## config.mk

```make
export PLATFORM = sky130hd
export DESIGN_NAME = acdp_front
export DESIGN_NICKNAME = d
export VERILOG_FILES = /design/src/hw/rtl/acdp_pkg.sv /design/src/hw/rtl/acdp_front.sv
export SDC_FILE = /design/constraint.sdc
export NUM_CORES = 1
export LEC_CHECK = 0
export BUFFER_PORTS_ARGS = -buffer_cell sky130_fd_sc_hd__clkbuf_2
export CAP_MARGIN = 25
export CORE_MARGIN = 5
export CORE_UTILIZATION = 55
export DETAILED_ROUTE_END_ITERATION = 10
export PLACE_DENSITY_LB_ADDON = 0.08
export SLEW_MARGIN = 20
export SYNTH_ARGS = -nofsm -noshare
export SYNTH_HDL_FRONTEND = slang
export SYNTH_SLANG_ARGS = --single-unit
export TNS_END_PERCENT = 100
```

## constraint.sdc

```tcl
create_clock -name clk -period 21.9 [get_ports clk]
set_input_delay 2.19 -clock clk [delete_from_list [all_inputs] [get_ports clk]]
set_output_delay 2.19 -clock clk [all_outputs]
set_load 0.02 [all_outputs]
```

## src/hw/rtl/acdp_pkg.sv

```systemverilog
// ----------------------------------------------------------------------------
// acdp_pkg
// Shared types and codes for the add/copy delta patch applier.
// ----------------------------------------------------------------------------
package acdp_pkg;

    localparam int OLD_ADDR_BITS_DEF = 16;

    localparam logic [1:0] CMD_LOAD  = 2'd0;
    localparam logic [1:0] CMD_PATCH = 2'd1;
    localparam logic [1:0] CMD_TICK  = 2'd2;

    localparam logic [2:0] PH_HLEN  = 3'd0;
    localparam logic [2:0] PH_HMODE = 3'd1;
    localparam logic [2:0] PH_OPLEN = 3'd2;
    localparam logic [2:0] PH_OPOFF = 3'd3;
    localparam logic [2:0] PH_ADD   = 3'd4;
    localparam logic [2:0] PH_COPY  = 3'd5;
    localparam logic [2:0] PH_DONE  = 3'd6;
    localparam logic [2:0] PH_STOP  = 3'd7;

    localparam logic [2:0] ST_DATA      = 3'd0;
    localparam logic [2:0] ST_ADD_OVER  = 3'd1;
    localparam logic [2:0] ST_COPY_OVER = 3'd2;
    localparam logic [2:0] ST_SRC_RANGE = 3'd3;
    localparam logic [2:0] ST_REFUSED   = 3'd4;

    typedef struct packed {
        logic        rd;
        logic        lit;
        logic [2:0]  status;
        logic [7:0]  data_byte;
        logic [31:0] position;
        logic        last;
    } job_t;

    typedef struct packed {
        logic [2:0]  status;
        logic [7:0]  data_byte;
        logic [31:0] position;
        logic        last;
    } res_t;

endpackage

```

## src/hw/rtl/acdp_front.sv

```systemverilog
// ----------------------------------------------------------------------------
// acdp_front
// Parses the patch stream and tracks loads; emits one job per result.
// ----------------------------------------------------------------------------
module acdp_front #(
    parameter int OLD_ADDR_BITS = acdp_pkg::OLD_ADDR_BITS_DEF
) (
    input  logic                     clk,
    input  logic                     rst_n,
    input  logic                     take,
    input  logic [1:0]               command,
    input  logic [7:0]               byte_value,
    output logic                     wr_en,
    output logic [OLD_ADDR_BITS-1:0] wr_addr,
    output logic                     job_valid,
    output acdp_pkg::job_t           job,
    output logic [OLD_ADDR_BITS-1:0] rd_addr
);
    import acdp_pkg::*;

    localparam logic [OLD_ADDR_BITS:0] DEPTH = {1'b1, {OLD_ADDR_BITS{1'b0}}};

    logic [OLD_ADDR_BITS:0] old_count_reg, old_count_next;
    logic [2:0]  phase_reg, phase_next;
    logic [31:0] field_reg, field_next;
    logic [1:0]  fbytes_reg, fbytes_next;
    logic [31:0] target_reg, target_next;
    logic        narrow_reg, narrow_next;
    logic [31:0] wpos_reg, wpos_next;
    logic [31:0] run_reg, run_next;
    logic [31:0] src_reg, src_next;

    logic [31:0] acc;
    logic        full_field;
    logic        neg;
    logic [31:0] mag;
    logic [32:0] end_pos;
    logic [32:0] src_end;
    logic        emit_data;
    logic [7:0]  emit_byte;

    always_comb
    begin
        acc = field_reg | ({24'd0, byte_value} << {fbytes_reg, 3'b000});
        full_field = (phase_reg == PH_HLEN || !narrow_reg) ? (fbytes_reg == 2'd3)
                                                            : (fbytes_reg == 2'd1);
        neg = narrow_reg ? acc[15] : acc[31];
        mag = neg ? (narrow_reg ? ({16'd0, ~acc[15:0]} + 32'd1) : (~acc + 32'd1)) : acc;
        end_pos = {1'b0, wpos_reg} + {1'b0, (phase_reg == PH_OPLEN) ? mag : run_reg};
        src_end = {1'b0, acc} + {1'b0, run_reg};

        old_count_next = old_count_reg;
        phase_next = phase_reg;
        field_next = field_reg;
        fbytes_next = fbytes_reg;
        target_next = target_reg;
        narrow_next = narrow_reg;
        wpos_next = wpos_reg;
        run_next = run_reg;
        src_next = src_reg;
        wr_en = 1'b0;
        job_valid = 1'b0;
        job = '0;
        emit_data = 1'b0;
        emit_byte = byte_value;

        if (take)
        begin
            if (command == CMD_LOAD)
            begin
                if (old_count_reg < DEPTH)
                begin
                    wr_en = 1'b1;
                    old_count_next = old_count_reg + 1'b1;
                end
            end
            else if (command == CMD_TICK)
            begin
                if (phase_reg == PH_COPY)
                begin
                    emit_data = 1'b1;
                    src_next = src_reg + 32'd1;
                end
            end
            else if (command == CMD_PATCH)
            begin
                unique case (phase_reg)
                    PH_HLEN, PH_OPLEN, PH_OPOFF:
                    begin
                        field_next = acc;
                        fbytes_next = fbytes_reg + 2'd1;
                        if (full_field)
                        begin
                            field_next = '0;
                            fbytes_next = '0;
                            if (phase_reg == PH_HLEN)
                            begin
                                target_next = acc;
                                phase_next = PH_HMODE;
                            end
                            else if (phase_reg == PH_OPLEN)
                            begin
                                run_next = mag;
                                if (!neg)
                                    phase_next = PH_OPOFF;
                                else if (end_pos > {1'b0, target_reg})
                                begin
                                    phase_next = PH_STOP;
                                    job_valid = 1'b1;
                                    job.status = ST_ADD_OVER;
                                    job.position = wpos_reg;
                                end
                                else
                                    phase_next = PH_ADD;
                            end
                            else
                            begin
                                if (end_pos > {1'b0, target_reg})
                                begin
                                    phase_next = PH_STOP;
                                    job_valid = 1'b1;
                                    job.status = ST_COPY_OVER;
                                    job.position = wpos_reg;
                                end
                                else if (src_end > {{(32 - OLD_ADDR_BITS){1'b0}},
                                                    old_count_reg})
                                begin
                                    phase_next = PH_STOP;
                                    job_valid = 1'b1;
                                    job.status = ST_SRC_RANGE;
                                    job.position = wpos_reg;
                                end
                                else
                                begin
                                    src_next = acc;
                                    if (run_reg == 32'd0)
                                        phase_next = (wpos_reg >= target_reg) ? PH_DONE
                                                                              : PH_OPLEN;
                                    else
                                        phase_next = PH_COPY;
                                end
                            end
                        end
                    end
                    PH_HMODE:
                    begin
                        narrow_next = (byte_value != 8'd0);
                        phase_next = (wpos_reg >= target_reg) ? PH_DONE : PH_OPLEN;
                    end
                    PH_ADD:
                    begin
                        emit_data = 1'b1;
                        job.lit = 1'b1;
                    end
                    PH_COPY:
                    begin
                        job_valid = 1'b1;
                        job.status = ST_REFUSED;
                        job.position = wpos_reg;
                    end
                    default:
                    begin
                    end
                endcase
            end
            if (emit_data)
            begin
                job_valid = 1'b1;
                job.rd = !job.lit;
                job.status = ST_DATA;
                job.data_byte = emit_byte;
                job.position = wpos_reg;
                job.last = (wpos_reg + 32'd1 == target_reg);
                wpos_next = wpos_reg + 32'd1;
                run_next = run_reg - 32'd1;
                if (run_reg == 32'd1)
                    phase_next = (wpos_reg + 32'd1 >= target_reg) ? PH_DONE : PH_OPLEN;
            end
        end
    end

    assign wr_addr = old_count_reg[OLD_ADDR_BITS-1:0];
    assign rd_addr = src_reg[OLD_ADDR_BITS-1:0];

    always_ff @(posedge clk or negedge rst_n)
    begin
        if (!rst_n)
        begin
            old_count_reg <= '0;
            phase_reg <= PH_HLEN;
            field_reg <= '0;
            fbytes_reg <= '0;
            target_reg <= '0;
            narrow_reg <= 1'b0;
            wpos_reg <= '0;
            run_reg <= '0;
            src_reg <= '0;
        end
        else
        begin
            old_count_reg <= old_count_next;
            phase_reg <= phase_next;
            field_reg <= field_next;
            fbytes_reg <= fbytes_next;
            target_reg <= target_next;
            narrow_reg <= narrow_next;
            wpos_reg <= wpos_next;
            run_reg <= run_next;
            src_reg <= src_next;
        end
    end

endmodule

```

* Yosys cells after proc, flatten, opt, wreduce, memory -nomap -nowiden
Index checks and enable logic that the tools add are counted.
Word-level totals: register bits 183, output and inout port bits 80, word-level logic and storage cells 156
Cells by class: add/sub/neg operators 9, $lt $le $gt $ge 5, equality and inequality tests 19, shifts and indexed selects 1, mux-type cells 87, bitwise gates (word level) 5, reduce and logical (&&, ||, !) cells 21
Operators with widths (number):
- $mux 32 | 30
- $add 32x1->32 const B | 3
- $add 32x32->33 | 2
- $ge 32x32->1 | 2
- $pmux 32 s2 | 1
- $mux 3 | 17
- $mux 46 | 1
- $mux 44 | 1
- $gt 33x17->1 | 1
- $gt 33x32->1 | 1
- $eq 32x1->1 const B | 1
- $eq 32x32->1 | 1
- $logic_not 32->1 | 1
- $not 32->32 | 1
- $or 32x32->32 | 1
- $shl 8x5->32 | 1
- $sub 32x1->32 const B | 1
- $mux 1 | 26
- $add 16x1->17 const B | 1
- $add 17x1->17 const B | 1
- $lt 17x17->1 const B | 1
- $mux 4 | 4
- $not 16->16 | 1
- $reduce_and 7->1 | 2
- other kinds (23) | 45

* Longest topological paths before layout
depth after elaboration 22, gate-level depth with buffers 36, mapped depth without buffers 33

* Worst setup path before layout
No wires, ideal clock.
kind in2out, from input byte_value[1], to output job[41] (netlist bit), arrival 8.454 ns, setup slack 11.256 ns, cell stages on the path 32, path buffers 2, cell sequence clkbuf_1 > a21oi_1 > ha_1 > nand4_1 > or2_2 > or2_2 > clkbuf_1 > o41ai_1 > xnor2_1 > mux2_2 > ha_1 > nor2b_1 > o21ai_0 > a211o_1 > inv_1 > o21bai_1 > nand2_1 > a21o_1 > a21oi_1 > o21ai_0 > xor2_1 > ha_1 > a21oi_1 > o21ai_0 > nor3_1 > nand4_1 > a31oi_1 > nand2_1 > a31o_2 > nor3_1 > a21oi_1 > nor4_1
RTL lines:
- from (decl) | line acdp_front.sv:12 | input logic [7:0] byte_value,
- to (decl) | line acdp_front.sv:16 | output acdp_pkg::job_t job,

==> results.txt <==
The H-tree was split into 4 levels. The number of remaining DRC errors is 0. Pin placement for this block handled 93 I/O pins. met2 is the most crowded layer. In this run, distinct cell masters in the synthesized netlist total 87. Setup repair after global routing left no endpoint under its margin. The number of cells in the finished layout apart from fillers was 2,498; the post-CTS setup buffer count was 0.

Wires add up to 52.29 mm. The run gives 0.05701 as the met3 demand-to-capacity share in global routing. The tools report the die footprint as 33,270 um2. In this run the worst path has a maximum fanout of 33. The analysis attributes to cell leakage a power of 8.559 nW.

The worst setup skew after layout came out at 18.64 ps. The most common cell in the synthesized netlist is a21oi_1. A synthesized cell averages 7.896 um2. The final non-filler cell area was 17,550 um2.

VDD sags by at most 0.00009774 V. The final period demand of the worst path is 12,250 ps, and the average wire length per cell after detail routing is 20.93 um. The net count reported at finish came out at 2,301.

The depth of the critical timing path with buffers and inverters included works out to 31. The total track usage was 0.3135; the final number of max-transition violations was 0. The sort of element at the end of the critical path was an output pin. The endpoint identified for the worst register-to-register timing path is src_reg[1]$_DFFE_PN0P_. 0 antenna diodes ended up in the layout. The run finished with clean final reports. The tools report the final-report hold violation count as 0. The logs give 0.5545 for the initial cell density of the core and 167 for the TritonCTS sink count.

Data on the critical path arrives at its endpoint at 10,060 ps. The starting DRC count in detailed routing was 1,570; the count of instances resized after the clock tree is built was 0. Top cell type's share of synthesized area: 0.2557.

The run gives 15.01k as the via count of the first global-routing pass. The proportion of layout cells with a drive suffix above 1 was 0.08824; the headroom to the max-slew limit was 0.2610. From bottom edge to top edge, the die measures 182.4 um. The critical path contains buffers and inverters numbering 2 combined. The initial antenna violation count is 1, and the transition time at the pin with the least slew margin is 1098 ps. Net count after synthesis: 2,274. The core region is 29,480 um2. The overall die width came out at 182.4 um. The critical path starts at byte_value[7].

For the power after layout, the log shows 0.002658 W. After clock tree synthesis, the clock-pin slew on the worst setup and hold paths is 60 ps. Clock tree synthesis inserted a total of 17 buffers. Routability-driven placement finished with a final weighted congestion of 1.008. The startpoint identified for the worst register-to-register timing path is fbytes_reg[1]$_DFFE_PN0P_. The synthesized design contains 0 enable-type register cells. The Yosys step of the flow raised 0 warnings. The tools report the met2 track utilization from global routing as 0.4885.

The logs give 0.2557 for the sequential share of the synthesized area and 80 for the pin count of the biggest net entering global routing. The critical path is of the input pin to output pin type. Synthesis produced a netlist whose cell count is 2,070. The iteration count of the initial detailed-routing pass came out at 6. Once detailed placement completed, the half-perimeter wirelength came to 41.24 mm.

The met1 usage came out at 0.4388. Summing every instance area after synthesis gives 16,350 um2. The tree is rooted in a clkbuf_16. By instance count, the cell type seen most on the critical path is o21ai_0. On the worst path, the slowest cell contributes a delay of 760 ps. The path class of the tightest hold or removal check is flip-flop to flip-flop. The total power per unit cell area was 151.5 nW/um2; the via count was 15.66k. Summed over all instances, the cell type with the most area after synthesis is dfrtp_1. The share of async-settable or async-resettable flops after synthesis is 1.000. Ranked by total cell area, the synthesized netlist is headed by dfrtp_1 26%, ha_1 14%, a21oi_1 7.4%.

The total of buffers placed on input and output ports came out at 92. TritonCTS built the clock tree. The top flip-flop cell by instance count after synthesis was dfrtp_1. The logs give 0.5952 for the utilization after layout and 0 ps for the total negative setup slack. The worst setup path is launched from an input pin. The critical path ends at job[21]. The hold-fix buffer count after cts came out at 0.

Setup violations remaining at the end of the flow were counted as 0. Dividing the detail-routed via count by the number of cells gives 6.267. The wire length of the first global-routing pass is 82.81 mm.

Final clock period utilization by the worst path: 0.5594. After synthesis, the most frequently instantiated cells are 243 x a21oi_1, 194 x nor2_1, 189 x ha_1, 167 x dfrtp_1, 164 x nand2_1. The placed instances occupy a cell area of 16,970 um2.

The required time at the endpoint of the critical path came out at 19,710 ps. No sink is reached through more buffers than the 2 on the longest clock path. The gate family responsible for the most delay along the worst path is compound AO/OA/AOI/OAI gates.

In this run the remaining antenna-violating nets after routing total 0. At the later pin of the worst-skew pair, clock insertion delay measures 470 ps. In this run, synthesis produced a sequential element count of 167.

Max-cap violations in this run came to 0. Counting cells, the worst reg-to-reg path comes to 32. Global routing finished with a remaining overflow of 0. The highest-delay cell along the critical path is a21oi_1.

Compared with the post-synthesis result, the final layout area differs by 7.348%. The run gives 63 as the standard-cell row count. Once placement completed, the tool counted placed cells totaling 2,468.

The setup check on the worst reg-to-reg path leaves a slack of 13,290 ps. Based on the critical path, the design can be clocked at up to 81.63 MHz.
## stage by stage
| stage | setup slack [ps] | hold slack [ps] |
|---|---|---|
| after floorplan | 11260 | 430.3 |
| after global placement | 9916 | 477.6 |
| after detailed placement | 9656 | 485.3 |
| after CTS | 9623 | 503.5 |
| after global routing | 8795 | 526.3 |
| final | 9650 | 500.4 |
## layer usage
metal  wire (um)  part of all wire
met3        3705             0.071
met5           9           0.00017
met2       23290              0.45
met4        1790             0.034
met1       23490              0.45
## cell usage in the layout, fill, tap and decap left out, types with 50 or more instances in the layout
cell,n
nor2b_1,58
xnor2_1,98
a21o_1,53
nor3_1,50
ha_1,189
o21ai_0,149
inv_1,108
clkbuf_2,91
dfrtp_1,167
nor2_1,193
a21oi_1,243
xor2_1,51
nand2_1,164
## worst register-to-register path, delay by kind of cell (launching register included)
family                     cells  cell delay (ps)
adders and majority gates      2              730
xor gates and xnor gates       2              330
AOI/OAI and AO/OA             17             4520
and+or+nand+nor                8             1570
buffers and inverters          2              400
muxes                          1              380
DFF                            1              570
## final cells by class
class                   instances  area (um2)
flip-flops and latches        167        4179
clock inverters                 7       96.34
multi-input cells            1695       11320
repair buffers                107       576.8
clock buffers                  23       478.0
well taps                     390       488.0
inverters                     109       409.1
fillers                      2783       11930
## how the worst min path moves through the flow
stage	startpoint	endpoint	slack, ps	cells after the start
after floorplan	old_count_reg[16]$_DFFE_PN0P_	old_count_reg[16]$_DFFE_PN0P_	430	2
after global placement	field_reg[28]$_DFFE_PN0P_	field_reg[28]$_DFFE_PN0P_	480	2
after detailed placement	field_reg[28]$_DFFE_PN0P_	field_reg[28]$_DFFE_PN0P_	490	2
after CTS	field_reg[28]$_DFFE_PN0P_	field_reg[28]$_DFFE_PN0P_	500	2
after global routing	field_reg[17]$_DFFE_PN0P_	field_reg[17]$_DFFE_PN0P_	530	2
final	field_reg[17]$_DFFE_PN0P_	field_reg[17]$_DFFE_PN0P_	500	2
## report_power, final
part           internal, W  switching [W]
registers         0.000396       0.000105
logic             0.000691        0.00115
clock network     0.000176       0.000139
total              0.00126        0.00140
## kinds of logic (layout without fill, tap and decap cells)
family	after synthesis	in the layout	share of synthesized area
multiplexers	5	5	0.003291
XOR/XNOR	149	149	0.07984
AO/OA/AOI/OAI	631	631	0.2418
AND/OR/NAND/NOR	719	719	0.2189
buffers and inverters	208	246	0.05335
adder cells (fa/ha/maj)	191	191	0.1471
flip-flops	167	167	0.2557
Power figures use the tool's default switching activity.
